$ cat src/hw/rtl/bcpcd_pkg.sv
`default_nettype none

package bcpcd_pkg;

  // fixed sizes of the scan and result fields
  localparam int NumButtons   = 4;
  localparam int CountWidthDef = 17;
  localparam int TickW        = 16;
  localparam int MaskW        = 4;
  localparam int IdW          = 2;
  localparam int CodeW        = 3;
  localparam int CfgIdxW      = 2;

  // configuration register indexes
  localparam logic [CfgIdxW-1:0] CfgClick  = 2'd0;
  localparam logic [CfgIdxW-1:0] CfgPress  = 2'd1;
  localparam logic [CfgIdxW-1:0] CfgRepeat = 2'd2;

  // register reset values
  localparam logic [TickW-1:0] ClickRst  = 16'd2;
  localparam logic [TickW-1:0] PressRst  = 16'd31;
  localparam logic [TickW-1:0] RepeatRst = 16'd33;

  // key bits in keys order
  localparam logic [MaskW-1:0] BitBlue   = 4'h1;
  localparam logic [MaskW-1:0] BitYellow = 4'h2;
  localparam logic [MaskW-1:0] BitRed    = 4'h4;
  localparam logic [MaskW-1:0] BitGreen  = 4'h8;

  // scan order: red, green, yellow, blue
  localparam logic [MaskW-1:0] ScanBits [NumButtons] = '{BitRed, BitGreen, BitYellow, BitBlue};

  // chord codes
  localparam logic [CodeW-1:0] ChordNone        = 3'd0;
  localparam logic [CodeW-1:0] ChordRedGreen    = 3'd1;
  localparam logic [CodeW-1:0] ChordRedYellow   = 3'd2;
  localparam logic [CodeW-1:0] ChordRedBlue     = 3'd3;
  localparam logic [CodeW-1:0] ChordYellowGreen = 3'd4;
  localparam logic [CodeW-1:0] ChordYellowBlue  = 3'd5;
  localparam logic [CodeW-1:0] ChordGreenBlue   = 3'd6;
  localparam logic [CodeW-1:0] ChordMultiRed    = 3'd7;

  typedef enum logic [1:0] {
    PH_IDLE  = 2'd0,
    PH_CLICK = 2'd1,
    PH_PRESS = 2'd2
  } phase_e;

  typedef enum logic [1:0] {
    EV_CLICK = 2'd0,
    EV_PRESS = 2'd1,
    EV_CHORD = 2'd2
  } kind_e;

  typedef struct packed {
    logic [TickW-1:0] click;
    logic [TickW-1:0] press;
    logic [TickW-1:0] repeat_t;
  } ticks_t;

  typedef struct packed {
    logic [MaskW-1:0] pressed;
    logic [MaskW-1:0] chord;
  } masks_t;

  typedef struct packed {
    logic             vld;
    kind_e            kind;
    logic [MaskW-1:0] mask;
    logic [CodeW-1:0] code;
  } evt_t;

  // chord classification of a held-together mask
  function automatic logic [CodeW-1:0] classify(input logic [MaskW-1:0] m);
    logic [CodeW-1:0] c;
    unique case (m)
      BitRed | BitGreen:                     c = ChordRedGreen;
      BitRed | BitYellow:                    c = ChordRedYellow;
      BitRed | BitBlue:                      c = ChordRedBlue;
      BitYellow | BitGreen:                  c = ChordYellowGreen;
      BitYellow | BitBlue:                   c = ChordYellowBlue;
      BitGreen | BitBlue:                    c = ChordGreenBlue;
      BitYellow | BitGreen | BitRed:         c = ChordMultiRed;
      BitYellow | BitBlue | BitRed:          c = ChordMultiRed;
      BitGreen | BitBlue | BitRed:           c = ChordMultiRed;
      BitYellow | BitGreen | BitBlue | BitRed: c = ChordMultiRed;
      default:                               c = ChordNone;
    endcase
    return c;
  endfunction

endpackage

`default_nettype wire

$ cat src/hw/rtl/bcpcd_cell.sv
`default_nettype none

module bcpcd_cell import bcpcd_pkg::*; #(
  parameter int CountWidth = CountWidthDef
) (
  input  wire logic             clk_i,
  input  wire logic             rst_ni,
  input  wire logic             en_i,
  input  wire logic             held_i,
  input  wire logic [MaskW-1:0] bit_i,
  input  wire ticks_t           ticks_i,
  input  wire masks_t           masks_i,
  output masks_t                masks_o,
  output evt_t                  evt_o
);

  localparam int CmpW = (CountWidth > TickW) ? CountWidth : TickW;

  phase_e                phase_q, phase_d;
  logic [CountWidth-1:0] count_q, count_d;

  // next phase, count, shared masks and event of this button
  always_comb begin
    logic [CountWidth-1:0] bumped;
    logic [CmpW-1:0]       old_w;
    logic [MaskW-1:0]      pressed_n;
    bumped    = (count_q == {CountWidth{1'b1}}) ? count_q : count_q + 1'b1;
    old_w     = CmpW'(count_q);
    pressed_n = masks_i.pressed;
    phase_d   = phase_q;
    count_d   = count_q;
    masks_o   = masks_i;
    evt_o     = '{vld: 1'b0, kind: EV_CLICK, mask: bit_i, code: ChordNone};
    unique case (phase_q)
      PH_IDLE: begin
        if (held_i) begin
          count_d = bumped;
          if (old_w > CmpW'(ticks_i.click)) begin
            phase_d         = PH_CLICK;
            pressed_n       = masks_i.pressed | bit_i;
            masks_o.pressed = pressed_n;
            masks_o.chord   = masks_i.chord | pressed_n;
          end
        end else begin
          count_d = '0;
        end
      end
      PH_CLICK, PH_PRESS: begin
        if (held_i) begin
          count_d = bumped;
          if (phase_q == PH_CLICK) begin
            if (old_w > CmpW'(ticks_i.press)) phase_d = PH_PRESS;
          end else if (old_w > CmpW'(ticks_i.repeat_t)) begin
            count_d = CountWidth'(ticks_i.press);
            if (masks_i.chord == bit_i) begin
              evt_o.vld  = 1'b1;
              evt_o.kind = EV_PRESS;
            end
          end
        end else begin
          phase_d         = PH_IDLE;
          pressed_n       = masks_i.pressed & ~bit_i;
          masks_o.pressed = pressed_n;
          if (masks_i.chord != bit_i) begin
            if (pressed_n == '0) begin
              evt_o.vld  = 1'b1;
              evt_o.kind = EV_CHORD;
              evt_o.mask = masks_i.chord;
              evt_o.code = classify(masks_i.chord);
            end
          end else begin
            masks_o.chord = '0;
            if (phase_q == PH_CLICK) begin
              evt_o.vld  = 1'b1;
              evt_o.kind = EV_CLICK;
            end
          end
        end
      end
      default: begin
        // unreachable phase code holds still
      end
    endcase
  end

  // phase register
  always_ff @(posedge clk_i or negedge rst_ni) begin
    if (!rst_ni) begin
      phase_q <= PH_IDLE;
      count_q <= '0;
    end else if (en_i) begin
      phase_q <= phase_d;
      count_q <= count_d;
    end
  end

endmodule

`default_nettype wire

$ cat src/hw/rtl/button_click_press_chord_detector.sv
// Four-button click / long-press / chord detector.
// Input channel: in_valid_i, in_stall_o, keys_i. One item is one finished scan
// of the four buttons, taken when in_valid_i is high and in_stall_o is low.
// Output channel: out_valid_o, out_stall_i and the event fields. A scan gives
// zero to four events, in button order red, green, yellow, blue; last_o marks
// the final event of a scan.
// The four buttons sit in a row of cells that pass the shared pressed and
// chord masks along combinationally, so a scan is absorbed in the cycle it is
// accepted. Its events wait in a four-slot pending buffer, then move one per
// cycle, while the receiver does not stall, into the output register.
// The single output register drains the buffer one event at a time, and the
// input stalls while events other than the one moving out are pending.
// A new scan is taken while the last pending event moves out, and while an
// event sits stalled in the output register with the pending buffer empty.
// When the receiver stalls, the output register and pending buffer hold and
// the input stalls once the buffer cannot empty.
// Reset clears all phases, counts and masks, empties the buffers and loads the
// tick registers with 2, 31 and 33. Write registers only while idle.
`default_nettype none

module button_click_press_chord_detector import bcpcd_pkg::*; #(
  parameter int CountWidth = CountWidthDef
) (
  input  wire logic               clk_i,
  input  wire logic               rst_ni,
  input  wire logic               cfg_we_i,
  input  wire logic [CfgIdxW-1:0] cfg_idx_i,
  input  wire logic [TickW-1:0]   cfg_data_i,
  input  wire logic               in_valid_i,
  output logic                    in_stall_o,
  input  wire logic [MaskW-1:0]   keys_i,
  output logic                    out_valid_o,
  input  wire logic               out_stall_i,
  output logic [IdW-1:0]          button_id_o,
  output logic [1:0]              event_kind_o,
  output logic [MaskW-1:0]        chord_mask_o,
  output logic [CodeW-1:0]        chord_code_o,
  output logic                    last_o
);

  ticks_t                ticks_q;
  masks_t                masks_q, masks_d;
  masks_t                chain [NumButtons+1];
  evt_t                  evts [NumButtons];
  evt_t                  pend_q [NumButtons];
  logic [NumButtons-1:0] pend_vld_q, pend_vld_d;
  logic [NumButtons-1:0] sel_oh, pend_rest;
  logic [IdW-1:0]        sel;
  logic                  in_acc, out_free, move;
  logic                  out_valid_q;
  logic [IdW-1:0]        out_id_q;
  kind_e                 out_kind_q;
  logic [MaskW-1:0]      out_mask_q;
  logic [CodeW-1:0]      out_code_q;
  logic                  out_last_q;

  // configuration registers
  always_ff @(posedge clk_i or negedge rst_ni) begin
    if (!rst_ni) begin
      ticks_q <= '{click: ClickRst, press: PressRst, repeat_t: RepeatRst};
    end else if (cfg_we_i) begin
      unique case (cfg_idx_i)
        CfgClick:  ticks_q.click    <= cfg_data_i;
        CfgPress:  ticks_q.press    <= cfg_data_i;
        CfgRepeat: ticks_q.repeat_t <= cfg_data_i;
        default:   ticks_q          <= ticks_q;
      endcase
    end
  end

  // row of button cells in scan order
  assign chain[0] = masks_q;

  for (genvar g = 0; g < NumButtons; g++) begin : g_cell
    bcpcd_cell #(
      .CountWidth(CountWidth)
    ) u_cell (
      .clk_i   (clk_i),
      .rst_ni  (rst_ni),
      .en_i    (in_acc),
      .held_i  ((keys_i & ScanBits[g]) != '0),
      .bit_i   (ScanBits[g]),
      .ticks_i (ticks_q),
      .masks_i (chain[g]),
      .masks_o (chain[g+1]),
      .evt_o   (evts[g])
    );
  end

  // chord mask clears once every button is up
  always_comb begin
    masks_d = chain[NumButtons];
    if (chain[NumButtons].pressed == '0) masks_d.chord = '0;
  end

  always_ff @(posedge clk_i or negedge rst_ni) begin
    if (!rst_ni) begin
      masks_q <= '0;
    end else if (in_acc) begin
      masks_q <= masks_d;
    end
  end

  // lowest pending slot goes out next
  always_comb begin
    sel    = '0;
    sel_oh = '0;
    for (int i = NumButtons - 1; i >= 0; i--) begin
      if (pend_vld_q[i]) begin
        sel    = IdW'(i);
        sel_oh = NumButtons'(1) << i;
      end
    end
  end

  assign pend_rest  = pend_vld_q & ~sel_oh;
  assign out_free   = !out_valid_q || !out_stall_i;
  assign move       = (pend_vld_q != '0) && out_free;
  assign in_stall_o = (pend_vld_q != '0) && !(move && pend_rest == '0);
  assign in_acc     = in_valid_i && !in_stall_o;

  // pending valid bits
  always_comb begin
    if (in_acc) begin
      for (int i = 0; i < NumButtons; i++) pend_vld_d[i] = evts[i].vld;
    end else if (move) begin
      pend_vld_d = pend_rest;
    end else begin
      pend_vld_d = pend_vld_q;
    end
  end

  always_ff @(posedge clk_i or negedge rst_ni) begin
    if (!rst_ni) begin
      pend_vld_q <= '0;
    end else begin
      pend_vld_q <= pend_vld_d;
    end
  end

  // pending event payload
  always_ff @(posedge clk_i) begin
    if (in_acc) begin
      for (int i = 0; i < NumButtons; i++) pend_q[i] <= evts[i];
    end
  end

  // output register
  always_ff @(posedge clk_i or negedge rst_ni) begin
    if (!rst_ni) begin
      out_valid_q <= 1'b0;
    end else if (move) begin
      out_valid_q <= 1'b1;
    end else if (out_free) begin
      out_valid_q <= 1'b0;
    end
  end

  always_ff @(posedge clk_i) begin
    if (move) begin
      out_id_q   <= sel;
      out_kind_q <= pend_q[sel].kind;
      out_mask_q <= pend_q[sel].mask;
      out_code_q <= pend_q[sel].code;
      out_last_q <= (pend_rest == '0);
    end
  end

  assign out_valid_o  = out_valid_q;
  assign button_id_o  = out_id_q;
  assign event_kind_o = out_kind_q;
  assign chord_mask_o = out_mask_q;
  assign chord_code_o = out_code_q;
  assign last_o       = out_last_q;

  // every pressed button is part of the held-together mask
  assert property (@(posedge clk_i) disable iff (!rst_ni)
    (masks_q.pressed & ~masks_q.chord) == '0)
    else $error("pressed mask not covered by chord mask");

  // while events are pending, the output register holds a valid event next cycle
  assert property (@(posedge clk_i) disable iff (!rst_ni)
    (pend_vld_q != '0) |=> out_valid_o)
    else $error("pending event not moved to output");

  // a non-final event always has its successors pending
  assert property (@(posedge clk_i) disable iff (!rst_ni)
    (out_valid_o && !last_o) |-> (pend_vld_q != '0))
    else $error("scan events lost before last");

endmodule

`default_nettype wire
$ cat config.mk
export PLATFORM = sky130hd
export DESIGN_NAME = button_click_press_chord_detector
export DESIGN_NICKNAME = d
export VERILOG_FILES = /design/src/hw/rtl/bcpcd_pkg.sv /design/src/hw/rtl/bcpcd_cell.sv /design/src/hw/rtl/button_click_press_chord_detector.sv
export SDC_FILE = /design/constraint.sdc
export NUM_CORES = 1
export LEC_CHECK = 0
export ABC_AREA = 1
export BUFFER_PORTS_ARGS = -buffer_cell sky130_fd_sc_hd__buf_2
export CORE_UTILIZATION = 46
export DETAILED_ROUTE_END_ITERATION = 10
export GPL_TIMING_DRIVEN = 0
export HOLD_SLACK_MARGIN = 0.06
export MAX_ROUTING_LAYER = met4
export PLACE_DENSITY = 0.64
export SYNTH_ARGS = -nofsm -noshare
export SYNTH_HDL_FRONTEND = slang
export SYNTH_HIERARCHICAL = 1
export SYNTH_SLANG_ARGS = --single-unit
$ cat constraint.sdc
create_clock -name clk_i -period 12.8 [get_ports clk_i]
set_clock_uncertainty 0.15 [all_clocks]
set_input_delay 0.64 -clock clk_i [delete_from_list [all_inputs] [get_ports clk_i]]
set_output_delay 0.64 -clock clk_i [all_outputs]
set_load 0.01 [all_outputs]
==> metrics.txt <==
WS Path Type reg2reg; status completed; layout overhead on the synthesized area 10.04%; P_int 1.963 mW; max-slew violations 0; storage element area 0.004880 sq mm; drt pass-1 iters 5; Tightest Hold Check Type in2reg; Max Root-Sink Buffers 2; Period minus WS final 6.712 ns; leakage power 10.75 nW; # DRC 0; asr flop ratio synth 74.05%; Die Y 197.5 um; part of the power in combinational logic 57.5%; Worst setup SP type register; clk_lat worst skew 0.47 ns; VDD IR max 0.1230 mV; Area contributors post-synth dfrtp_1, nand2_1, ha_1; global route overflow 0; worst slack at placement 6.213 ns; Slew @ Worst Pin 0.8416 ns; fill count 3,823; Setup crit end kind register; total power 4.173 mW; initial antenna violation count 2; hold_buf cts 1; WL final 53,560 um; maximum fanout along the worst path 7; Final Cycle Share 52.44%; Routed Antenna Nets 0; number of max-cap violations 0; Slew headroom 43.81%; P per Cell Area 215.8 mW/mm^2; sequential area share after synthesis 27.76%; Synth cell types 48; Main synth FF type dfrtp_1; EDFF count, synth 48; Core ar. 0.03767 sq mm; power share of the clock group 13.5%; fraction of layout cells with a size suffix above 1 5.583%; clock sink count 185; CTS H-Tree Depth 4; switch share 52.97%; post-CTS setup buffers 0; via count 17.09k; DR vias/cell 5.140; post_cts resized 0; final setup fails 0; Fin. Hold Viols 0; Max Fclk 149.0 MHz; worst path required time 13.05 ns; most frequent cell after synthesis nand2_1; Psw 2.211 mW; Avg WL per Cell 16.11 um; Synth top cells by count nand2_1, inv_1, nor2_1; cells after synthesis 2,667; slowest CP cell dfrtp_1; Routability Congestion 0.9620; global-route wire length before repair 84,130 um; average cell area after synthesis 6.590 sq um; top-area cell type share of the netlist area 18.37%; Ys Warns 6; num rows 71; CTS tree done; Die ar. 0.03900 sq mm; Starting Density 46.66%; nets 3,042; sequential share of power 29.0%; Worst Setup Slack, final 6.088 ns; Worst EP arrival 6.96 ns; gr usage total 28.94%; post-detail-place hpwl 40,550 um; area occupied by multi-input gates 0.01086 sq mm; Crit path largest cell delay 0.61 ns; Num CTS Buffers 17; final setup TNS 0 ns; #FFs+latches synth 185; Cell Area, Synth 0.01758 sq mm; number of global-route vias before repair 15.85k; Initial DRC Count 1,288; Die X 197.5 um; largest net degree at the start of global routing 93; port bufs 40; most used cell, CP nand2_1; clock root buffer clkbuf_16; post-synth top area cell dfrtp_1; # IOs 41; clk slew on worst S/H paths 0.07 ns; RSZ-0062 raised after global routing no
==> placed cells by master, fill, tap and decap left out, types with 10 or more instances in the layout <==
| cell | n |
|---|---|
| nand3_1 | 198 |
| buf_2 | 44 |
| o21bai_1 | 10 |
| nor2_1 | 227 |
| dfrtp_1 | 129 |
| xor2_1 | 33 |
| clkbuf_1 | 22 |
| inv_1 | 480 |
| nor3_1 | 32 |
| buf_6 | 10 |
| clkbuf_16 | 17 |
| edfxtp_1 | 48 |
| o21ai_0 | 170 |
| nand2_2 | 13 |
| conb_1 | 73 |
| nand4_1 | 46 |
| ha_1 | 216 |
| a21o_1 | 12 |
| nor2_2 | 10 |
| a21oi_1 | 87 |
| nand2_1 | 822 |
==> kinds of logic (layout without fill, tap and decap cells) <==
| logic type | count (synthesis) | in the layout | share of synthesized area [%] |
|---|---|---|---|
| compound gates | 311 | 311 | 9.589 |
| other cells | 2 | 75 | 0.04273 |
| buf+inv | 530 | 604 | 11.97 |
| fa+ha+maj | 216 | 216 | 15.38 |
| simple gates | 1385 | 1385 | 33.37 |
| flops | 185 | 185 | 27.76 |
| xor+xnor | 38 | 38 | 1.894 |
==> worst paths after layout <==
path | cells after the start | from | slack [ns] | endpoint
worst min-delay path | 3 | cfg_data_i[4] | 0.28 | ticks_q[20]$_DFFE_PN1P_
min in group asynchronous | 2 | rst_ni | 0.53 | out_valid_o$_DFFE_PN0P_
worst min register to register | 2 | g_cell[2].u_cell/phase_q[1]$_DFFE_PN0P_ | 0.37 | g_cell[2].u_cell/phase_q[1]$_DFFE_PN0P_
worst max-delay path | 37 | ticks_q[47]$_DFFE_PN0P_ | 6.09 | chain[35]$_DFFE_PN0P_
max in group asynchronous | 3 | rst_ni | 11.11 | ticks_q[17]$_DFFE_PN1P_
worst max register to register | 37 | ticks_q[47]$_DFFE_PN0P_ | 6.09 | chain[35]$_DFFE_PN0P_
==> worst max-delay path: cells and delay by family (launching register included) <==
family | cells | cell delay (ns)
fa+ha+maj | 1 | 0.31
xor+xnor | 1 | 0.20
simple gates | 20 | 2.12
compound gates | 8 | 2.45
flops | 1 | 0.61
buf+inv | 7 | 0.79
==> layout make-up <==
cell class | instances | area share [%]
plain buffers | 44 | 1.430
multi-input cells | 2023 | 56.15
repair buffers | 42 | 1.261
diodes | 2 | 0.02588
inverters | 486 | 9.445
flip-flops and latches | 185 | 25.23
well taps | 511 | 3.306
clock inverters | 11 | 0.7116
clock buffers | 21 | 2.439
==> registers in the layout, summed over array words and instances (netlist names) <==
register / cells
g_cell.u_cell/count_q: 68
ticks_q: 48
pend_q: 36
chain: 8
g_cell.u_cell/phase_q: 8
chord_mask_o: 4
pend_vld_q: 4
chord_code_o: 3
button_id_o: 2
event_kind_o: 2
last_o: 1
out_valid_o: 1
==> per-layer routing <==
metal  up-vias  GRT usage [%]  wire [um]  share of wire, %
met5         -              -          0                 0
met4         0          10.34       1666               3.1
met3        95          4.132       3183               5.9
met2       502          46.49      24520                46
met1      7819          37.04      24180                45
li1       8676              -          -                 -
==> stage by stage <==
stage / util [%] / hold WS [ns] / std cells / instance area [sq um]
after floorplan: - / 0.1944 / 2738 / 17840
after global placement: 49.60 / 0.3403 / 3289 / 18680
after detailed placement: 49.69 / 0.3470 / 3290 / 18720
after CTS: 51.34 / 0.2678 / 3323 / 19340
after global routing: 51.35 / 0.3065 / 3325 / 19340
final: 51.35 / 0.2793 / 3325 / 19340
==> power groups by stage <==
stage          Combinational [mW]  Clock [mW]  Sequential, mW
6_report                     2.40       0.563            1.21
5_1_grt                      2.77       0.593            1.23
4_1_cts                      2.38       0.569            1.20
3_5_place_dp                 2.36           0            1.21
3_3_place_gp                 2.28           0            1.21
2_1_floorplan                1.80           0            1.04
Power figures use the tool's default switching activity.
